File: src/n2a_pkg.sv
// Shared types, constants and helpers for the number to ASCII formatter.
package n2a_pkg;

  localparam int unsigned ValueW = 16;
  localparam int unsigned CharW  = 7;
  localparam int unsigned NumDec = 5;   // decimal digits of a 16-bit value
  localparam int unsigned NumHex = 4;   // hex digits of a 16-bit value
  localparam int unsigned NumSub = 4;   // subtraction stages (10^4 down to 10)
  localparam int unsigned MaxChr = 6;   // "0x" plus four hex digits
  localparam int unsigned LenW   = 3;
  localparam int unsigned ThrW   = 17;  // 9 * 10000 does not fit in 16 bits

  // format modes on func
  localparam logic FuncDec = 1'b0;
  localparam logic FuncHex = 1'b1;

  localparam logic [CharW-1:0] ChrZero = 7'h30;
  localparam logic [CharW-1:0] ChrX    = 7'h78;
  localparam logic [CharW-1:0] ChrA    = 7'h41;

  // multiples 0..9 of the place weight of each subtraction stage
  localparam logic [ThrW-1:0] Thr [NumSub][10] = '{
    '{17'd0, 17'd10000, 17'd20000, 17'd30000, 17'd40000,
      17'd50000, 17'd60000, 17'd70000, 17'd80000, 17'd90000},
    '{17'd0, 17'd1000, 17'd2000, 17'd3000, 17'd4000,
      17'd5000, 17'd6000, 17'd7000, 17'd8000, 17'd9000},
    '{17'd0, 17'd100, 17'd200, 17'd300, 17'd400,
      17'd500, 17'd600, 17'd700, 17'd800, 17'd900},
    '{17'd0, 17'd10, 17'd20, 17'd30, 17'd40,
      17'd50, 17'd60, 17'd70, 17'd80, 17'd90}
  };

  // word moving down the subtraction pipeline
  typedef struct packed {
    logic [ValueW-1:0]       value;
    logic                    func;
    logic [ValueW-1:0]       rem;
    logic [NumSub-1:0][3:0]  dig;   // dig[0] is the ten-thousands digit
  } n2a_bcd_t;

  // formatted text, chars[0] leaves first
  typedef struct packed {
    logic [MaxChr-1:0][CharW-1:0] chars;
    logic [LenW-1:0]              len;
  } n2a_text_t;

  function automatic logic [CharW-1:0] hex_glyph(input logic [3:0] nib);
    logic [CharW-1:0] g;
    if (nib < 4'd10) begin
      g = ChrZero + CharW'(nib);
    end else begin
      g = ChrA + CharW'(nib - 4'd10);
    end
    return g;
  endfunction

endpackage

File: src/n2a_sub_pipe.sv
// Decimal digit extraction by repeated subtraction, one place per stage.
module n2a_sub_pipe (
  input  logic             clk_i,
  input  logic             rst_ni,
  input  logic             up_valid_i,
  output logic             up_ready_o,
  input  n2a_pkg::n2a_bcd_t up_word_i,
  output logic             dn_valid_o,
  input  logic             dn_ready_i,
  output n2a_pkg::n2a_bcd_t dn_word_o
);
  import n2a_pkg::*;

  logic     [NumSub-1:0] valid_q;
  logic     [NumSub:0]   rdy;
  n2a_bcd_t              word_q [NumSub];

  assign rdy[NumSub] = dn_ready_i;

  for (genvar s = 0; s < NumSub; s++) begin : g_stage
    n2a_bcd_t   src;
    logic       src_valid;
    n2a_bcd_t   word_d;
    logic [3:0] dig;

    if (s == 0) begin : g_first
      assign src       = up_word_i;
      assign src_valid = up_valid_i;
    end else begin : g_next
      assign src       = word_q[s-1];
      assign src_valid = valid_q[s-1];
    end

    assign rdy[s] = !valid_q[s] || rdy[s+1];

    // compares are monotone in k, so the last one that holds is the digit
    always_comb begin
      dig = 4'd0;
      for (int k = 1; k < 10; k++) begin
        if ({1'b0, src.rem} >= Thr[s][k]) begin
          dig = 4'(k);
        end
      end
      word_d        = src;
      word_d.dig[s] = dig;
      word_d.rem    = ValueW'({1'b0, src.rem} - Thr[s][dig]);
    end

    always_ff @(posedge clk_i or negedge rst_ni) begin
      if (!rst_ni) begin
        valid_q[s] <= 1'b0;
      end else if (rdy[s]) begin
        valid_q[s] <= src_valid;
      end
    end

    always_ff @(posedge clk_i) begin
      if (rdy[s] && src_valid) begin
        word_q[s] <= word_d;
      end
    end
  end

  assign up_ready_o = rdy[0];
  assign dn_valid_o = valid_q[NumSub-1];
  assign dn_word_o  = word_q[NumSub-1];

endmodule

File: src/n2a_format.sv
// Leading zero suppression and character assembly, one register stage.
module n2a_format (
  input  logic              clk_i,
  input  logic              rst_ni,
  input  logic              up_valid_i,
  output logic              up_ready_o,
  input  n2a_pkg::n2a_bcd_t  up_word_i,
  output logic              dn_valid_o,
  input  logic              dn_ready_i,
  output n2a_pkg::n2a_text_t dn_text_o
);
  import n2a_pkg::*;

  logic      valid_q;
  n2a_text_t text_q;
  n2a_text_t text_d;

  always_comb begin
    logic [NumDec-1:0][3:0] dd;
    logic [NumHex-1:0][3:0] hh;
    int                     nd;
    int                     nh;
    int                     idx;
    // dd[0] and hh[0] are the most significant digits
    dd = {up_word_i.rem[3:0], up_word_i.dig[3], up_word_i.dig[2],
          up_word_i.dig[1], up_word_i.dig[0]};
    hh = {up_word_i.value[3:0], up_word_i.value[7:4],
          up_word_i.value[11:8], up_word_i.value[15:12]};
    nd = 1;
    for (int i = NumDec - 1; i >= 1; i--) begin
      if (dd[NumDec-1-i] != 4'd0 && nd == 1) begin
        nd = i + 1;
      end
    end
    nh = 1;
    for (int i = NumHex - 1; i >= 1; i--) begin
      if (hh[NumHex-1-i] != 4'd0 && nh == 1) begin
        nh = i + 1;
      end
    end
    text_d.chars = '0;
    if (up_word_i.func == FuncHex) begin
      text_d.chars[0] = ChrZero;
      text_d.chars[1] = ChrX;
      for (int i = 0; i < NumHex; i++) begin
        idx = NumHex - nh + i;
        if (idx < NumHex) begin
          text_d.chars[i+2] = hex_glyph(hh[idx[1:0]]);
        end
      end
      text_d.len = LenW'(nh + 2);
    end else begin
      for (int i = 0; i < NumDec; i++) begin
        idx = NumDec - nd + i;
        if (idx < NumDec) begin
          text_d.chars[i] = ChrZero + CharW'(dd[idx[2:0]]);
        end
      end
      text_d.len = LenW'(nd);
    end
  end

  assign up_ready_o = !valid_q || dn_ready_i;

  always_ff @(posedge clk_i or negedge rst_ni) begin
    if (!rst_ni) begin
      valid_q <= 1'b0;
    end else if (up_ready_o) begin
      valid_q <= up_valid_i;
    end
  end

  always_ff @(posedge clk_i) begin
    if (up_ready_o && up_valid_i) begin
      text_q <= text_d;
    end
  end

  assign dn_valid_o = valid_q;
  assign dn_text_o  = text_q;

endmodule

File: src/n2a_serial.sv
// Character serialiser: holds one formatted number and sends a character a word.
module n2a_serial (
  input  logic                         clk_i,
  input  logic                         rst_ni,
  input  logic                         up_valid_i,
  output logic                         up_ready_o,
  input  n2a_pkg::n2a_text_t            up_text_i,
  output logic                         out_valid_o,
  input  logic                         out_ready_i,
  output logic [n2a_pkg::CharW-1:0]    ascii_char_o,
  output logic                         last_o
);
  import n2a_pkg::*;

  logic            busy_q;
  logic [LenW-1:0] pos_q;
  n2a_text_t       text_q;
  logic            fire;
  logic            load;

  assign last_o       = (pos_q == text_q.len - LenW'(1));
  assign ascii_char_o = text_q.chars[pos_q];
  assign out_valid_o  = busy_q;
  assign fire         = busy_q && out_ready_i;
  // next number loads as the last character of this one goes
  assign up_ready_o   = !busy_q || (out_ready_i && last_o);
  assign load         = up_valid_i && up_ready_o;

  always_ff @(posedge clk_i or negedge rst_ni) begin
    if (!rst_ni) begin
      busy_q <= 1'b0;
      pos_q  <= '0;
    end else if (load) begin
      busy_q <= 1'b1;
      pos_q  <= '0;
    end else if (fire) begin
      if (last_o) begin
        busy_q <= 1'b0;
        pos_q  <= '0;
      end else begin
        pos_q <= pos_q + LenW'(1);
      end
    end
  end

  always_ff @(posedge clk_i) begin
    if (load) begin
      text_q <= up_text_i;
    end
  end

`ifndef SYNTHESIS
  a_pos_in_range: assert property (@(posedge clk_i) disable iff (!rst_ni)
    busy_q |-> (pos_q < text_q.len))
    else $error("character index beyond text length");

  a_len_range: assert property (@(posedge clk_i) disable iff (!rst_ni)
    busy_q |-> (text_q.len >= LenW'(1) && text_q.len <= LenW'(MaxChr)))
    else $error("text length out of range");

  a_step: assert property (@(posedge clk_i) disable iff (!rst_ni)
    (fire && !last_o) |=> (busy_q && pos_q == $past(pos_q) + LenW'(1)))
    else $error("character index did not advance");

  a_hold: assert property (@(posedge clk_i) disable iff (!rst_ni)
    (busy_q && !out_ready_i) |=> (busy_q && $stable(pos_q)))
    else $error("stalled character lost");
`endif

endmodule

File: src/number_to_ascii_formatter.sv
// Top level of the number to ASCII formatter.
//
// Input channel: value_i (16 bit) and func_i (0 decimal, 1 hex with "0x"),
// taken when in_valid_i and in_ready_o are high at a clock edge.
// Output channel: one ASCII character a word on ascii_char_o, with last_o
// high on the final character of each number; taken on out_valid_o and
// out_ready_i. Decimal gives 1 to 5 characters, hex 3 to 6, no leading zeros.
// Path: the first character of a number becomes valid once the word has
// passed every register (the first subtraction stage loads at the edge that
// accepts it, then three more subtraction stages, one format stage and the
// serialiser load). Throughput: a number holds the serialiser until its last
// character is taken; the pipeline ahead accepts a new number every cycle
// until it fills.
// Reset empties every stage; nothing else is kept between numbers.
// A receiver stall holds the current character; the pipeline fills behind it
// and in_ready_o falls once all stages hold a word.
module number_to_ascii_formatter (
  input  logic                      clk_i,
  input  logic                      rst_ni,
  input  logic                      in_valid_i,
  output logic                      in_ready_o,
  input  logic [n2a_pkg::ValueW-1:0] value_i,
  input  logic                      func_i,
  output logic                      out_valid_o,
  input  logic                      out_ready_i,
  output logic [n2a_pkg::CharW-1:0]  ascii_char_o,
  output logic                      last_o
);
  import n2a_pkg::*;

  n2a_bcd_t  in_word;
  n2a_bcd_t  sub_word;
  n2a_text_t fmt_text;
  logic      sub_valid;
  logic      sub_ready;
  logic      fmt_valid;
  logic      fmt_ready;

  always_comb begin
    in_word       = '0;
    in_word.value = value_i;
    in_word.func  = func_i;
    in_word.rem   = value_i;
  end

  n2a_sub_pipe u_sub (
    .clk_i      (clk_i),
    .rst_ni     (rst_ni),
    .up_valid_i (in_valid_i),
    .up_ready_o (in_ready_o),
    .up_word_i  (in_word),
    .dn_valid_o (sub_valid),
    .dn_ready_i (sub_ready),
    .dn_word_o  (sub_word)
  );

  n2a_format u_fmt (
    .clk_i      (clk_i),
    .rst_ni     (rst_ni),
    .up_valid_i (sub_valid),
    .up_ready_o (sub_ready),
    .up_word_i  (sub_word),
    .dn_valid_o (fmt_valid),
    .dn_ready_i (fmt_ready),
    .dn_text_o  (fmt_text)
  );

  n2a_serial u_ser (
    .clk_i        (clk_i),
    .rst_ni       (rst_ni),
    .up_valid_i   (fmt_valid),
    .up_ready_o   (fmt_ready),
    .up_text_i    (fmt_text),
    .out_valid_o  (out_valid_o),
    .out_ready_i  (out_ready_i),
    .ascii_char_o (ascii_char_o),
    .last_o       (last_o)
  );

endmodule

File: config.mk
export PLATFORM = sky130hd
export DESIGN_NAME = number_to_ascii_formatter
export DESIGN_NICKNAME = d
export VERILOG_FILES = /design/src/n2a_pkg.sv /design/src/n2a_sub_pipe.sv /design/src/n2a_format.sv /design/src/n2a_serial.sv /design/src/number_to_ascii_formatter.sv
export SDC_FILE = /design/constraint.sdc
export NUM_CORES = 1
export LEC_CHECK = 0
export BUFFER_PORTS_ARGS = -buffer_cell sky130_fd_sc_hd__buf_2
export CAP_MARGIN = 20
export CORE_MARGIN = 5
export CORE_UTILIZATION = 65
export CTS_BUF_LIST = sky130_fd_sc_hd__clkbuf_4
export DETAILED_ROUTE_END_ITERATION = 12
export GPL_ROUTABILITY_DRIVEN = 0
export PLACE_DENSITY = 0.9
export SYNTH_ARGS = -nofsm -noshare
export SYNTH_HDL_FRONTEND = slang
export SYNTH_SLANG_ARGS = --single-unit
export TNS_END_PERCENT = 30
File: constraint.sdc
create_clock -name clk_i -period 4.85 [get_ports clk_i]
set_clock_uncertainty 0.2 [all_clocks]
set_input_delay 0.97 -clock clk_i [delete_from_list [all_inputs] [get_ports clk_i]]
set_output_delay 0.97 -clock clk_i [all_outputs]
set_load 0.01 [all_outputs]
==> results by group <==
Cells and area
  – Layout area overhead: 8.97%
  – Commonest non-fill, non-tap cell in the layout: edfxtp_1
  – Most frequent cells in the layout: edfxtp_1 (230), nand2_1 (83), clkbuf_4 (79)
  – Share of cells above drive strength 1: 14.1%
  – Nets@finish: 1205
  – Filler instances: 1276

Route
  – WL per Instance: 18.0 um
  – Post-route ant nets: 0
  – Post-Route WL: 25.5 mm
  – DR vias: 8863
  – DRC: 0
  – Vias per cell: 6.25
  – Pre-antenna DRT Iters: 8
  – DRT iter0 DRCs: 1160

Timing
  – Final hold violation count: 0
  – RSZ-0062 raised after global routing: no
  – Final setup vio count: 0
  – Final Max Slew Viols: 0
  – Final min period: 4620 ps
  – Total negative slack: 0 ps
  – Fmax: 0.216 GHz
  – Worst Tran Pin Value: 953 ps
  – Max-slew headroom: 35.6%
  – Tcrit/Tclk final: 95.3%

Power
  – Peak VDD IR: 0.000271 V
  – Comb pwr share: 27.0%
  – Pwr per Cell Area: 457 nW/um^2
  – Static Leak: 0.00494 uW
  – Clk pwr share: 24.2%
  – Sequential power share: 48.8%
  – Overall power of the completed layout: 6280 uW
  – Net Sw Frac: 31.9%
  – P_sw: 2010 uW
  – Internal power: 4270 uW

Synth
  – FF+latch count, synth: 239
  – Asr flop ratio synth: 3.77%
  – Register area share after synthesis: 56.6%
  – Yosys cell types: 84
  – EDFF count, synth: 230
  – Syn Nets: 1141
  – Dominant synthesized flop cell: edfxtp_1
  – Mapped Area: 12600 um^2
  – Cells after Synth: 1052
  – YS warnings: 0
  – Syn_area_per_cell: 12.0 um^2

Placement
  – Final HPWL DP: 17.9 mm
  – Port buffer count: 30

Floorplanning
  – Initial Util: 65.4%
  – DIE AREA: 22300 um^2
  – Overall die height: 149 um
  – Placement row count: 51
  – Core area: 19300 um^2
  – # IOs: 31
  – Chip Width: 149 um

Worst setup path
  – Peak fanout along the critical path: 10
  – Cells on worst reg2reg path: 13
  – Crit path launch: u_sub.word_q[1][22]
  – Setup slack, reg-to-reg: 230 ps
  – Critical Path End Type: flop
  – Setup CP Type: reg2reg
  – CP Launch Type: flop
  – Reg2Reg Launch Point: u_sub.word_q[1][22]
  – Critical Path RT: 5010 ps
  – Crit Reg-Reg Endpoint: u_sub.word_q[2][29]
  – CP endpoint: u_sub.word_q[2][29]
  – Worst Path Arrival: 4790 ps

CTS
  – CTS sink cnt: 239
  – TritonCTS buffer count: 57
  – CTS tree: yes
  – Longest Clk Path Bufs: 3
  – Worst-path clk slew: 70 ps
  – Root Buffer Master: clkbuf_4
  – Setup bufs post-CTS: 0
  – CTS HTree Levels: 2
  – Skew-Pair Late Insertion Delay: 670 ps

GRT
  – Antenna violations before repair: 1
  – First-pass GRT wire length: 42.2 mm
  – Largest net degree at the start of global routing: 43
  – GRT overflow: 0
  – Vias in the first global route: 8570
  – GRT Overall Usage: 23.5%

Run
  – Max_cap viols: 0

Hold path
  – Worst Hold Class: reg2reg
  – Min-delay src: u_fmt.dn_text_o[2]

Outcome
  – Outcome: finished clean
-- state kept, by name (all words and copies together), names as in the netlist --
signal,cells
u_fmt.dn_valid_o,1
u_sub.word_q,146
u_ser.out_valid_o,1
u_sub.dn_valid_o,1
u_ser.text_q,42
u_ser.pos_q,3
u_sub.g_stage.src_valid,3
u_fmt.dn_text_o,42
-- kinds of logic (layout without fill, tap and decap cells) --
group / Yosys count / after routing / synth area share, %
xor+xnor: 43 / 43 / 3.11
fa+ha+maj: 68 / 68 / 7.05
flops: 239 / 239 / 56.6
other cells: 0 / 1 / 0
simple gates: 315 / 315 / 13.1
compound gates: 270 / 270 / 14.7
mux: 27 / 27 / 2.56
buf+inv: 90 / 190 / 2.79
-- what timing repair did --
action / in CTS / in global routing
endpoints found under the hold margin: 9 / 0
hold buffers: 1 / 0
gates resized for setup: 0 / 1
setup endpoints to repair: 0 / 2
-- routing by layer --
| layer | global-route usage (%) | vias to the layer above | wire [um] |
|---|---|---|---|
| met2 | 41.1 | 476 | 13000 |
| li1 | - | 4165 | - |
| met4 | 8.70 | 0 | 960 |
| met1 | 29.0 | 4121 | 9690 |
| met5 | 0 | - | 0 |
| met3 | 4.68 | 101 | 1940 |
-- power by group through the flow --
stage / registers [uW] / logic (uW) / clock network (uW)
after floorplan: 2970 / 1300 / 0
final: 3060 / 1690 / 1520
after global placement: 3060 / 1570 / 0
after detailed placement: 3100 / 1650 / 0
after global routing: 3100 / 1860 / 1690
after CTS: 3060 / 1670 / 1560
-- critical path, cell delays in order, from the launching register on --
cell      delay, ps
edfxtp_1        610
nor4b_1         830
a221oi_4        200
a221o_1         400
a21o_1          230
ha_1            280
nand2_1          50
ha_1            330
or2_2           300
a21oi_1         220
a311oi_1        100
o21ai_1         260
nand2_1         130
xnor2_1         180
-- cell usage after synthesis (all sizes together), types with 11 or more instances --
| library cell | count | area (um^2) |
|---|---|---|
| nand3 | 22 | 110 |
| nor2b | 14 | 87.6 |
| or2 | 12 | 75.1 |
| a21o | 15 | 113 |
| o21ai | 51 | 263 |
| o211ai | 12 | 90.1 |
| clkbuf | 28 | 106 |
| nand2b | 16 | 100 |
| inv | 53 | 199 |
| and2 | 15 | 93.8 |
| xnor2 | 33 | 289 |
| o22ai | 11 | 68.8 |
| nor2 | 73 | 287 |
| nor4 | 14 | 154 |
| ha | 63 | 788 |
| mux2i | 21 | 210 |
| nor3 | 26 | 135 |
| edfxtp | 230 | 6910 |
| a21oi | 73 | 365 |
| nand2 | 84 | 318 |
| a31oi | 16 | 113 |
-- worst min-delay path by stage --
stage               slack (ps)                  end  cells past startpoint
floorplan                  200      u_ser.text_q[0]                      0
global placement           200  u_sub.word_q[2][40]                      0
detailed placement         200     u_ser.text_q[15]                      0
CTS                        200      u_ser.text_q[3]                      0
global route               210  u_sub.word_q[0][32]                      1
finish                     200      u_ser.text_q[2]                      0
-- through the flow --
step                util [%]  setup WS [ps]  hold WS, ps  area [um^2]  std cells
detailed placement      67.5            269          205        13000       1320
finish                  71.2            226          201        13700       1418
floorplan                  -            507          200        12600       1052
global placement        67.5            373          201        13000       1320
CTS                     71.1            218          205        13700       1416
global route            71.2           28.4          212        13700       1418
-- layout make-up --
cell class | instances | area [um^2] | area share (%)
flip-flops and latches | 239 | 7130 | 52.0
multi-input cells | 723 | 5120 | 37.3
diodes | 1 | 2.50 | 0.0182
well taps | 265 | 332 | 2.42
inverters | 54 | 203 | 1.48
repair buffers | 41 | 248 | 1.80
clock buffers | 79 | 593 | 4.32
clock inverters | 16 | 92.6 | 0.675
No activity file was read; power rests on OpenSTA's default activity.
